`src/hw/rtl/vsd_pkg.sv`:
```
package vsd_pkg;

    localparam int unsigned VALUE_W = 64;
    localparam int unsigned LEN_W   = 4;
    localparam int unsigned FMT_W   = 2;
    localparam int unsigned PAY_W   = 7;

    // format_select bits
    localparam int unsigned FMT_FLAG_HIGH   = 0;
    localparam int unsigned FMT_SET_TERM    = 1;

    localparam logic [7:0] PAYLOAD_MASK_HIGH = 8'h7f;
    localparam logic [7:0] PAYLOAD_MASK_LOW  = 8'hfe;

    typedef struct packed {
        logic [7:0] data_byte;
        logic       buffer_end;
    } in_word_t;

    typedef struct packed {
        logic [VALUE_W-1:0] varint_value;
        logic [LEN_W-1:0]   byte_length;
        logic               decode_error;
    } out_word_t;

    typedef struct packed {
        logic [PAY_W-1:0] payload;
        logic             terminator;
    } unpack_t;

    typedef struct packed {
        logic      emit;
        out_word_t word;
    } step_result_t;

endpackage

```
`src/hw/rtl/varint_stream_decoder.sv`:
```
// channel | dir | handshake           | word
// in      | in  | in_valid / in_stall | data_byte, buffer_end
// out     | out | out_valid/out_stall | varint_value, byte_length, decode_error
// cfg     | in  | cfg_valid/cfg_ready | format_select (2 bits)
//
// One word per cycle sustained while the output does not stall; a result is on
// the output once its last byte has passed the input register, then the result register.
// Reset clears the accumulator, byte count, format and both valid flags.
// Output stall only holds the input side when the waiting word produces a
// result; continuing bytes pass through regardless.
module varint_stream_decoder
#(
    parameter int unsigned MAX_BYTES = 10
)
(
    input  logic                        clk,
    input  logic                        rst_n,
    input  logic                        in_valid,
    output logic                        in_stall,
    input  vsd_pkg::in_word_t           in_data,
    output logic                        out_valid,
    input  logic                        out_stall,
    output vsd_pkg::out_word_t          out_data,
    input  logic                        cfg_valid,
    output logic                        cfg_ready,
    input  logic [vsd_pkg::FMT_W-1:0]   cfg_data
);

    logic                        in_valid_reg, in_valid_next;
    vsd_pkg::in_word_t           in_word_reg, in_word_next;
    logic                        out_valid_reg, out_valid_next;
    vsd_pkg::out_word_t          out_word_reg, out_word_next;
    logic [vsd_pkg::FMT_W-1:0]   format_reg, format_next;

    vsd_pkg::step_result_t       step_res;
    logic                        advance;

    vsd_core #(.MAX_BYTES(MAX_BYTES)) u_core
    (
        .clk           (clk),
        .rst_n         (rst_n),
        .step_en       (advance),
        .in_word       (in_word_reg),
        .format_select (format_reg),
        .result        (step_res)
    );

    assign advance   = in_valid_reg && (!step_res.emit || !out_valid_reg || !out_stall);
    assign in_stall  = in_valid_reg && !advance;
    assign out_valid = out_valid_reg;
    assign out_data  = out_word_reg;
    assign cfg_ready = 1'b1;

    always_comb
    begin
        in_valid_next  = in_valid_reg;
        in_word_next   = in_word_reg;
        out_valid_next = out_valid_reg;
        out_word_next  = out_word_reg;
        format_next    = format_reg;

        if (!in_stall)
        begin
            in_valid_next = in_valid;
            in_word_next  = in_data;
        end

        if (advance && step_res.emit)
        begin
            out_valid_next = 1'b1;
            out_word_next  = step_res.word;
        end
        else if (out_valid_reg && !out_stall)
        begin
            out_valid_next = 1'b0;
        end

        if (cfg_valid && cfg_ready)
        begin
            format_next = cfg_data;
        end
    end

    always_ff @(posedge clk or negedge rst_n)
    begin
        if (!rst_n)
        begin
            in_valid_reg  <= 1'b0;
            out_valid_reg <= 1'b0;
            format_reg    <= '0;
        end
        else
        begin
            in_valid_reg  <= in_valid_next;
            out_valid_reg <= out_valid_next;
            format_reg    <= format_next;
        end
    end

    always_ff @(posedge clk)
    begin
        in_word_reg  <= in_word_next;
        out_word_reg <= out_word_next;
    end

    a_stall_needs_word: assert property (@(posedge clk) disable iff (!rst_n)
        in_stall |-> (in_valid_reg && step_res.emit && out_valid_reg && out_stall))
        else $error("input stalled without a blocked result");

    a_held_word_kept: assert property (@(posedge clk) disable iff (!rst_n)
        in_stall |=> (in_valid_reg && $stable(in_word_reg)))
        else $error("stalled input word lost");

    a_error_zeroed: assert property (@(posedge clk) disable iff (!rst_n)
        (out_valid_reg && out_word_reg.decode_error) |->
            (out_word_reg.varint_value == '0 && out_word_reg.byte_length == '0))
        else $error("error result carries nonzero value or length");

endmodule

```
`src/hw/rtl/vsd_unpack.sv`:
```
module vsd_unpack
(
    input  logic [7:0]                     data_byte,
    input  logic [vsd_pkg::FMT_W-1:0]      format_select,
    output vsd_pkg::unpack_t               fields
);

    logic flag;
    logic [7:0] masked;

    always_comb
    begin
        if (format_select[vsd_pkg::FMT_FLAG_HIGH])
        begin
            masked         = data_byte & vsd_pkg::PAYLOAD_MASK_HIGH;
            fields.payload = masked[vsd_pkg::PAY_W-1:0];
            flag           = data_byte[7];
        end
        else
        begin
            masked         = data_byte & vsd_pkg::PAYLOAD_MASK_LOW;
            fields.payload = masked[7:1];
            flag           = data_byte[0];
        end
        fields.terminator = format_select[vsd_pkg::FMT_SET_TERM] ? flag : !flag;
    end

endmodule

```
`src/hw/rtl/vsd_core.sv`:
```
module vsd_core
#(
    parameter int unsigned MAX_BYTES = 10
)
(
    input  logic                        clk,
    input  logic                        rst_n,
    input  logic                        step_en,
    input  vsd_pkg::in_word_t           in_word,
    input  logic [vsd_pkg::FMT_W-1:0]   format_select,
    output vsd_pkg::step_result_t       result
);

    localparam logic [vsd_pkg::LEN_W-1:0] MAX_LEN = vsd_pkg::LEN_W'(MAX_BYTES);

    logic [vsd_pkg::VALUE_W-1:0] acc_reg, acc_next;
    logic [vsd_pkg::LEN_W-1:0]   count_reg, count_next;

    vsd_pkg::unpack_t            fields;
    logic [5:0]                  shift;
    logic [vsd_pkg::VALUE_W-1:0] merged;
    logic [vsd_pkg::LEN_W-1:0]   pos;

    vsd_unpack u_unpack
    (
        .data_byte     (in_word.data_byte),
        .format_select (format_select),
        .fields        (fields)
    );

    // count stays below MAX_BYTES, so with the default of 10 the shift stays below 64
    always_comb
    begin
        shift  = 6'({count_reg, 3'b000} - {3'b000, count_reg});
        merged = acc_reg | ({{(vsd_pkg::VALUE_W-vsd_pkg::PAY_W){1'b0}}, fields.payload} << shift);
        pos    = count_reg + 1'b1;

        result.emit               = 1'b0;
        result.word.varint_value  = '0;
        result.word.byte_length   = '0;
        result.word.decode_error  = 1'b0;
        acc_next                  = acc_reg;
        count_next                = count_reg;

        if (fields.terminator)
        begin
            result.emit               = 1'b1;
            result.word.varint_value  = merged;
            result.word.byte_length   = pos;
        end
        else if (pos >= MAX_LEN || in_word.buffer_end)
        begin
            result.emit              = 1'b1;
            result.word.decode_error = 1'b1;
        end

        if (step_en)
        begin
            if (result.emit)
            begin
                acc_next   = '0;
                count_next = '0;
            end
            else
            begin
                acc_next   = merged;
                count_next = pos;
            end
        end
    end

    always_ff @(posedge clk or negedge rst_n)
    begin
        if (!rst_n)
        begin
            acc_reg   <= '0;
            count_reg <= '0;
        end
        else
        begin
            acc_reg   <= acc_next;
            count_reg <= count_next;
        end
    end

    a_count_bound: assert property (@(posedge clk) disable iff (!rst_n)
        count_reg < MAX_LEN)
        else $error("byte count reached the length limit without reset");

    a_clear_after_emit: assert property (@(posedge clk) disable iff (!rst_n)
        (step_en && result.emit) |=> (acc_reg == '0 && count_reg == '0))
        else $error("state not cleared after a result");

    a_len_on_success: assert property (@(posedge clk) disable iff (!rst_n)
        (step_en && result.emit && !result.word.decode_error) |->
            (result.word.byte_length != '0))
        else $error("successful result with zero length");

endmodule
```
`config.mk`:
```
export PLATFORM = sky130hd
export DESIGN_NAME = varint_stream_decoder
export DESIGN_NICKNAME = d
export VERILOG_FILES = /design/src/hw/rtl/vsd_pkg.sv /design/src/hw/rtl/varint_stream_decoder.sv /design/src/hw/rtl/vsd_unpack.sv /design/src/hw/rtl/vsd_core.sv
export SDC_FILE = /design/constraint.sdc
export NUM_CORES = 1
export LEC_CHECK = 0
export BUFFER_PORTS_ARGS = -buffer_cell sky130_fd_sc_hd__buf_2
export CORE_UTILIZATION = 62
export DETAILED_ROUTE_END_ITERATION = 8
export GPL_TIMING_DRIVEN = 1
export PLACE_DENSITY = 0.93
export SETUP_SLACK_MARGIN = 0.5
export SLEW_MARGIN = 30
export SYNTH_ARGS = -nofsm -noshare
export SYNTH_HDL_FRONTEND = slang
export SYNTH_SLANG_ARGS = --single-unit
export TNS_END_PERCENT = 20
```
`constraint.sdc`:
```
create_clock -name clk -period 10.05 [get_ports clk]
set_input_delay 0.5025 -clock clk [delete_from_list [all_inputs] [get_ports clk]]
set_output_delay 0.5025 -clock clk [all_outputs]
set_load 0.03 [all_outputs]
```
==> metrics.cfg, run 1 <==
[status]
status = complete, no violations

[yosys]
synth-compound-area-share_pct = 16.47
synth.most_common_cell = nor2_1
synth_edf_count = 78
async_reset_ff_share_pct = 48.00
yosys-top-cells-count = nor2_1, a21oi_1, edfxtp_1
synth_top_family_by_area = compound AO/OA/AOI/OAI gates
synth-xor-area-share_pct = 1.253
synth_mux_area_share_pct = 3.421
synth_warnings = 0
yosys.area_share.adder_pct = 0.7478
syn_area_per_cell_um2 = 11.15
synthCells = 600
yosys.area_share.simple_pct = 12.88
synth_cell_types = 61
synth_top_area_share_pct = 35.00
ys_seq_area_share_pct = 61.92
synth_flop_cell = edfxtp_1
synth.top_cells.by_area = edfxtp_1, dfrtp_1, a21oi_1
synth_seq_cells = 150
syn_area_mm2 = 0.006693
syn-num-nets = 620
yosysTopAreaCell = edfxtp_1

[clock_tree]
htreeDepth = 4
cts_tree = done
cts_hold_buf = 0
clkSinkCount = 150
cts_max_path_buffers = 2
cts_buffers = 17
clk_latency_ns = 0.54
cts_setup_buffers = 0
clk_pin_slew_ns = 0.06
root_buffer = clkbuf_8
cts_repair_resize_count = 0

[routing]
via_per_inst = 6.376
drtIter0Drc = 555
drt-total-wl_mm = 15.98
vias = 5254
wl_per_cell_um = 19.40
drt_first_pass_iters = 6
drc_errors = 0
antenna_left = 0

[floorplan]
row_count = 37
die_w_um = 105.9
initial_utilization_pct = 64.25
die_h_um = 105.9
io_pins = 88
core-area_mm2 = 0.01042
die_area_mm2 = 0.01121

[timing]
period_needed_ns = 4.182
final.setup.worst_slack_ns = 5.868
setup_tns_ns = 0
tightest_slew_ns = 1.070
drv_slew = 0
fin_crit_sh_pct = 41.61
clock-skew-final_ns = 0.006369
timing.fmax_mhz = 239.1
final-setup-viol-count = 0
hold_viol_final = 0
slew_headroom_pct = 28.65
grt_setup_unrepaired = no
hold-worst-slack_ns = 0.05356

[setup_path]
cp.depth = 8
worstSetupPathType = reg2reg
crit_family = buffers and inverters
path_cells = inv_2, ha_1, nor2_1, and2_1, o211ai_4, nand3_2, clkinv_2, buf_4
cp_slowest_cell = buf_4
slowest_delay_ns = 0.80
critical_path_arrival_ns = 4.35
cp-end-kind = flip-flop
reg2reg_slack_ns = 5.87
rr_worst_depth = 8
critPathLaunch = u_core.count_reg[0]
crit_required_ns = 10.22
crit_path_start_kind = flip-flop
cp.buffers_inverters = 3
critical_path.max_fanout = 85
reg2reg_from = u_core.count_reg[0]

[finish]
final_nets = 695
nFillCells = 607
largest_reg_flops = 69
design_area_mm2 = 0.007762
syn_to_final_growth_pct = 15.98
diodes = 0
final_util_pct = 74.52
drive_gt1_share_pct = 21.80

[grt]
grt_use_total_pct = 29.76
grt_pass1_vias = 4994
grt_max_degree = 86
antenna_found_initial = 0
grt-ovfl-total = 0
grt_pass1_wl_mm = 24.90

[pwr]
vdd_drop_max_mv = 0.1796
power_density_mw_per_mm2 = 329.3
power.leakage_nw = 3.312

[place]
dp_hpwl_mm = 10.02
dp_slack_ns = 5.953
place_congestion = 0.9246
port_buffers = 86
placed_cell_area_mm2 = 0.007149

[min_path]
hp-class = in2async

[run]
cap_violations = 0

-- final cells by class --
cell class | count | area (um2) | share of cell area [%]
repair buffers | 89 | 456.7 | 5.883
clock inverters | 15 | 191.4 | 2.466
well taps | 136 | 170.2 | 2.192
clock buffers | 17 | 414.1 | 5.335
inverters | 8 | 31.28 | 0.4030
multi-input cells | 409 | 2355 | 30.34
flip-flops and latches | 150 | 4144 | 53.38
-- cells in the final DEF, fill, tap and decap left out, types with 2 or more instances in the layout --
cell type,count
xor2_1,2
clkinv_4,2
xnor2_1,2
a2111oi_4,2
and2_1,10
a21oi_1,109
bufinv_16,3
a22oi_1,4
buf_4,2
nand2_1,45
a221o_1,3
clkinv_2,3
nor2_1,117
nand2b_1,2
nor3_1,6
clkbuf_16,16
inv_1,6
a211oi_1,3
buf_2,86
o21ai_2,2
dfrtp_1,72
edfxtp_1,78
inv_6,5
nand3_1,5
o21ai_0,14
and3_1,3
inv_8,2
a21boi_0,4
mux2i_1,17
nor2_2,2
o31ai_1,6
mux2_2,2
xnor2_2,2
ha_1,4
a221oi_1,4
o22ai_1,3
o22ai_2,5
a31oi_1,5
nor4_1,2
-- metal layers --
metal	global-route usage, %	up-vias	part of all wire (%)
met5	0	-	0
met4	17.16	0	4.2
met3	8.032	72	9.5
met2	48.32	358	49
met1	36.05	2535	37
li1	-	2289	-
-- worst paths after layout --
| check | end |
|---|---|
| worst max-delay path | out_data[1] |
| worst min-delay path | format_reg[0] |
| worst max register to register | out_data[1] |
| worst min register to register | u_core.acc_reg[18] |
| max in group asynchronous | u_core.acc_reg[45] |
| min in group clk | in_word_reg[5] |
-- stage by stage --
stage | std cells | total power (W)
floorplan | 600 | 0.001616
global placement | 792 | 0.001810
detailed placement | 792 | 0.001855
CTS | 824 | 0.002523
global route | 824 | 0.002654
finish | 824 | 0.002556
-- power by group --
part | leakage [nW] | internal, W | switching [W] | total, W
clock | 0.298 | 0.000385 | 0.000269 | 0.000654
sequential | 1.76 | 0.000818 | 0.0000722 | 0.000890
combinational | 1.26 | 0.000265 | 0.000747 | 0.00101
-- cells by family after synthesis --
logic type | Yosys count
and+or+nand+nor | 202
buffers and inverters | 41
DFF | 150
xor gates and xnor gates | 7
muxes | 21
adders and majority gates | 4
AOI/OAI and AO/OA | 174
other | 1
-- worst reg2reg max path, cell delays in order (launching register included) --
cell and delay [ns]:
dfrtp_1 0.66, inv_2 0.20, ha_1 0.68, nor2_1 0.13, and2_1 0.23, o211ai_4 0.36
nand3_2 0.28, clkinv_2 0.41, buf_4 0.81
Power figures use the tool's default switching activity.
==> inputs of run 2 (changes only) <==
- ABC_AREA: default -> 1
- CORE_UTILIZATION: 62 -> 58
- PLACE_DENSITY: 0.93 -> 0.88
- clock period: 10.05 -> 4.2 ns (I/O delays scaled with it)
==> metrics.cfg, run 2 <==
[setup_path]
crit_family = simple AND/OR/NAND/NOR gates
worstSetupPathType = reg2reg
cp-end-kind = flip-flop
crit_top_cell = nand2_1
critical_path_arrival_ns = 3.52
cp.buffers_inverters = 2
slowest_delay_ns = 0.66
path_cells = inv_2, ha_1, nor2_1, nand2_1, nand2_1, nand3_2, nand2_1, nand2_2, buf_4, nand2_1, nand2_1, a21oi_1
cp_slowest_cell = dfrtp_1
crit_path_start_kind = flip-flop
crit_required_ns = 4.55
critical_path.max_fanout = 45

[clock_tree]
root_buffer = clkbuf_16
cts_buffers = 17
clk_latency_ns = 0.44
htreeDepth = 4
cts_max_path_buffers = 2
cts_tree = done
clkSinkCount = 150
clk_pin_slew_ns = 0.06

[floorplan]
io_pins = 88
initial_utilization_pct = 59.26
die_h_um = 112.8
row_count = 40
die_w_um = 112.8
die_area_mm2 = 0.01272
core-area_mm2 = 0.01201

[finish]
final_cell_mix = nand2_1, a21oi_1, buf_2
largest_reg_flops = 69
final_nets = 895
syn_to_final_growth_pct = 17.49
drive_gt1_share_pct = 16.78
final_common_cell = nand2_1
diodes = 0
finalNonFillerCells = 1035
design_area_mm2 = 0.008363

[run]
cap_violations = 0

[pwr]
power.leakage_nw = 3.819
p_sw_w = 0.002296
swShare_pct = 40.13
clockPowerShare_pct = 27.9
vdd_drop_max_mv = 0.3113
finalPower_w = 0.005722
power_density_mw_per_mm2 = 684.2
seqPwrFrac_pct = 34.6
internal-power_w = 0.003426
pwr-share-comb_pct = 37.5

[place]
dp_slack_ns = 1.095
dp_hpwl_mm = 10.03
port_buffers = 86
dpl.cell_count = 987
place_congestion = 0.9046
placed_cell_area_mm2 = 0.007572

[routing]
wl_per_cell_um = 15.64
drtIter0Drc = 649
vias = 5727
route.met2.wl_mm = 7.922
drt-total-wl_mm = 16.19
wl_met3_mm = 1.022
drt-met1-wl_mm = 6.834
drc_errors = 1
top_layer = met4
antenna_left = 0
drt_first_pass_iters = 8
via_per_inst = 5.533

[yosys]
synth.most_common_cell = nand2_1
synth_top_area_share_pct = 32.91
ys_seq_area_share_pct = 58.22
synth_warnings = 0
async_reset_ff_share_pct = 48.00
yosys-top-cells-count = nand2_1, a21oi_1, inv_1
synth_seq_cells = 150
synth.top_cells.by_area = edfxtp_1, dfrtp_1, nand2_1
syn_area_per_cell_um2 = 9.056
synth_edf_count = 78
syn-num-nets = 806
syn_area_mm2 = 0.007118
synth_cell_types = 35
synth_flop_cell = edfxtp_1
yosysTopAreaCell = edfxtp_1
synthCells = 786

[timing]
clock-skew-final_ns = 0.008115
slew_headroom_pct = 38.19
final-setup-viol-count = 0
tightest_slew_ns = 0.9239
grt_setup_unrepaired = no
period_needed_ns = 3.169
drv_slew = 0
timing.fmax_mhz = 315.5
setup_tns_ns = 0
final.setup.worst_slack_ns = 1.031
hold_viol_final = 0
fin_crit_sh_pct = 75.46

[grt]
grt_pass1_wl_mm = 26.90
grt_use_total_pct = 27.73
grt-ovfl-total = 0
grt_pass1_vias = 5485
grt_max_degree = 70
antenna_found_initial = 0

[status]
violations = design-rule violations
status = finished with violations

[min_path]
hp-class = in2reg

[run 2: cell count changes in the layout (fill, tap and decap cells not counted), moves of 15 or more]
cell | before | now
nand2_1 | 45 | 201
inv_1 | 6 | 78
nand3_1 | 5 | 63
nor2_1 | 117 | 65
nand4_1 | 0 | 31
mux2i_1 | 17 | 0
dlygate4sd3_1 | 0 | 16
a21oi_1 | 109 | 94
[run 2: timing repair]
| item | in CTS | in global routing |
|---|---|---|
| gates resized for setup | 0 | 0 |
| hold buffers | 16 | 0 |
| setup buffers | 0 | 0 |
| hold endpoints to repair | 48 | 0 |
[run 2: stage by stage]
stage,hold slack [ns],util (%)
4_1_cts,0.05556,69.63
3_5_place_dp,0.3516,63.04
5_1_grt,0.1030,69.63
6_report,0.05820,69.63
3_3_place_gp,0.3518,63.04
2_1_floorplan,-0.08559,-
[run 2: worst reg2reg max path, stage by stage (launching register included)]
cell,delay (ns)
dfrtp_1,0.66
inv_2,0.20
ha_1,0.46
nor2_1,0.14
nand2_1,0.06
nand2_1,0.11
nand3_2,0.08
nand2_1,0.10
nand2_2,0.53
buf_4,0.44
nand2_1,0.07
nand2_1,0.05
a21oi_1,0.19
[run 2: worst paths after layout]
kind                                      from                   to  slack, ns  depth (start not counted)
max                        u_core.count_reg[0]   u_core.acc_reg[12]       1.03                         12
min reg2reg                  u_core.acc_reg[1]    u_core.acc_reg[1]       0.52                          2
max in group asynchronous                rst_n  u_core.count_reg[3]       2.79                          3
max reg2reg                u_core.count_reg[0]   u_core.acc_reg[12]       1.03                         12
min in group asynchronous                rst_n   u_core.acc_reg[12]       0.42                          2
min                                  out_stall            out_valid       0.06                          3
[run 2: cell type report]
cell class	instances	area [um2]
flip-flops and latches	150	4144
fillers	898	3649
multi-input cells	509	2415
repair buffers	110	663.1
clock buffers	22	485.5
inverters	87	326.6
well taps	147	183.9
clock inverters	10	145.1
[run 2: metal layers]
metal	global-route usage, %	vias to the layer above
li1	-	2783
met1	36.47	2683
met2	44.24	227
met3	6.642	34
met4	12.09	0
met5	0	-
[run 2: cell families (layout without fill, tap and decap cells)]
kind of cell             count (synthesis)  in the layout  synth area share (%)
AND/OR/NAND/NOR                        374            374                 22.82
flip-flops                             150            150                 58.22
buffers and inverters                  127            229                 7.963
AO/OA/AOI/OAI                          125            125                 9.158
XOR/XNOR                                 5              5                 1.090
adder cells (fa/ha/maj)                  4              4                0.7031
other                                    1              1               0.05268
[run 2: power groups by stage]
stage               sequential, W  combinational (W)  clock, W
global placement          0.00199            0.00205         0
CTS                       0.00198            0.00212   0.00160
floorplan                 0.00227            0.00135         0
global route              0.00200            0.00237   0.00166
detailed placement        0.00200            0.00209         0
finish                    0.00198            0.00215   0.00160
==> inputs of run 3 (changes only) <==
- CORE_UTILIZATION: 58 -> 53
- PLACE_DENSITY: 0.88 -> 0.85
- clock period: 4.2 -> 2.9 ns (I/O delays scaled with it)
==> metrics.cfg, run 3 (synthesized netlist as in run 2, its figures left out) <==
[finish]
final_common_cell = nand2_1
largest_reg_flops = 69
syn_to_final_growth_pct = 21.23
multiInputGateArea_mm2 = 0.002495
final_util_pct = 67.02
seqCellArea_mm2 = 0.004146
nFillCells = 980
drive_gt1_share_pct = 18.94
final_cell_mix = nand2_1, a21oi_1, buf_2
diodes = 0
final_nets = 910

[routing]
drt_first_pass_iters = 7
drc_errors = 0
via_per_inst = 5.494
wl_per_cell_um = 16.32
drtIter0Drc = 811
vias = 5906
antenna_left = 0
drt-total-wl_mm = 17.54

[floorplan]
die_area_mm2 = 0.01390
die_w_um = 117.9
row_count = 41
initial_utilization_pct = 55.28
io_pins = 88
core-area_mm2 = 0.01288
die_h_um = 117.9

[grt]
grt_use_total_pct = 26.55
grt_pass1_vias = 5727
grt-ovfl-total = 0
grt_max_degree = 70
antenna_found_initial = 0
grt_pass1_wl_mm = 28.39

[setup_path]
crit_path_start_kind = flip-flop
cp.depth = 7
path_cells = ha_1, nand3_1, nand2_4, xor2_4, buf_4, nand4_1, a21oi_1
worstSetupPathType = reg2reg
critical_path.max_fanout = 11
critical_path_arrival_ns = 2.56
cp_slowest_cell = dfrtp_2
crit_family = simple AND/OR/NAND/NOR gates
rr_worst_depth = 7
cp.buffers_inverters = 1
crit_required_ns = 3.14
slowest_delay_ns = 0.47
cp-end-kind = flip-flop

[min_path]
hp-class = in2async

[clock_tree]
clkSinkCount = 150
clk_latency_ns = 0.43
cts_max_path_buffers = 2
cts_buffers = 17
htreeDepth = 4
cts_tree = done
root_buffer = clkbuf_16
clk_pin_slew_ns = 0.06

[timing]
grt_setup_unrepaired = yes
timing.fmax_mhz = 432.4
hold-worst-slack_ns = 0.2690
final-setup-viol-count = 0
clock-skew-final_ns = 0.007696
period_needed_ns = 2.313
fin_crit_sh_pct = 79.75
setup_tns_ns = 0
hold_viol_final = 0
drv_slew = 0
slew_headroom_pct = 58.58
tightest_slew_ns = 0.6213

[pwr]
power_density_mw_per_mm2 = 990.7
vdd_drop_max_mv = 0.4713
power.leakage_nw = 3.892
finalPower_w = 0.008549

[place]
port_buffers = 86
dp_hpwl_mm = 10.89
place_congestion = 0.9555

[status]
status = complete, no violations

[run]
cap_violations = 0

-- run 3: cell count changes in the layout (fill, tap and decap cells not counted), sizes merged, moves of 2 or more --
cell / before / now
clkinvlp: 2 / 5
buf: 94 / 106
inv: 87 / 85
clkinv: 5 / 2
dlygate4sd3: 16 / 18
-- run 3: stage by stage --
stage               instance area [um2]  setup slack, ns  cells
floorplan                          7161         -0.02169    786
global placement                   7702           0.4314   1017
detailed placement                 7702           0.3363   1017
CTS                                8543           0.4928   1070
global route                       8630           0.4564   1075
finish                             8630           0.5873   1075
-- run 3: repair_timing --
action,CTS,global route
setup buffers,2,5
hold buffers,18,0
gates cloned,1,0
endpoints found under the hold margin,35,0
pin swaps,1,0
resized for setup,3,14
setup endpoints to repair,53,108
-- run 3: layer usage --
metal  track usage [%]  vias up  part of all wire, %
met2             42.46      271                   49
met4             14.50        0                  3.3
li1                  -     2819                    -
met3             6.008       48                  7.3
met5                 0        -                    0
met1             33.51     2768                   41
-- run 3: report_power, final --
part	internal [W]	switching, W	leakage, nW	total [W]
clock network	0.00146	0.000840	0.287	0.00230
logic	0.000941	0.00245	1.84	0.00339
registers	0.00273	0.000134	1.76	0.00287
-- run 3: final timing paths --
| path | start | end | slack [ns] |
|---|---|---|---|
| hold / removal | rst_n | u_core.acc_reg[4] | 0.27 |
| min in group clk | in_data[2] | in_word_reg[2] | 0.42 |
| hold reg to reg | u_core.acc_reg[62] | u_core.acc_reg[62] | 0.52 |
| setup / recovery | u_core.count_reg[0] | out_data[66] | 0.59 |
| max in group asynchronous | rst_n | u_core.acc_reg[54] | 1.94 |
| setup reg to reg | u_core.count_reg[0] | out_data[66] | 0.59 |
-- run 3: area by class of cell --
type,count,area share [%]
Sequential cell,150,48.05
Tap cell,172,2.494
Clock buffer,23,5.307
Timing Repair Buffer,124,9.482
Inverter,87,3.987
Clock inverter,9,1.769
Multi-Input combinational cell,510,28.91
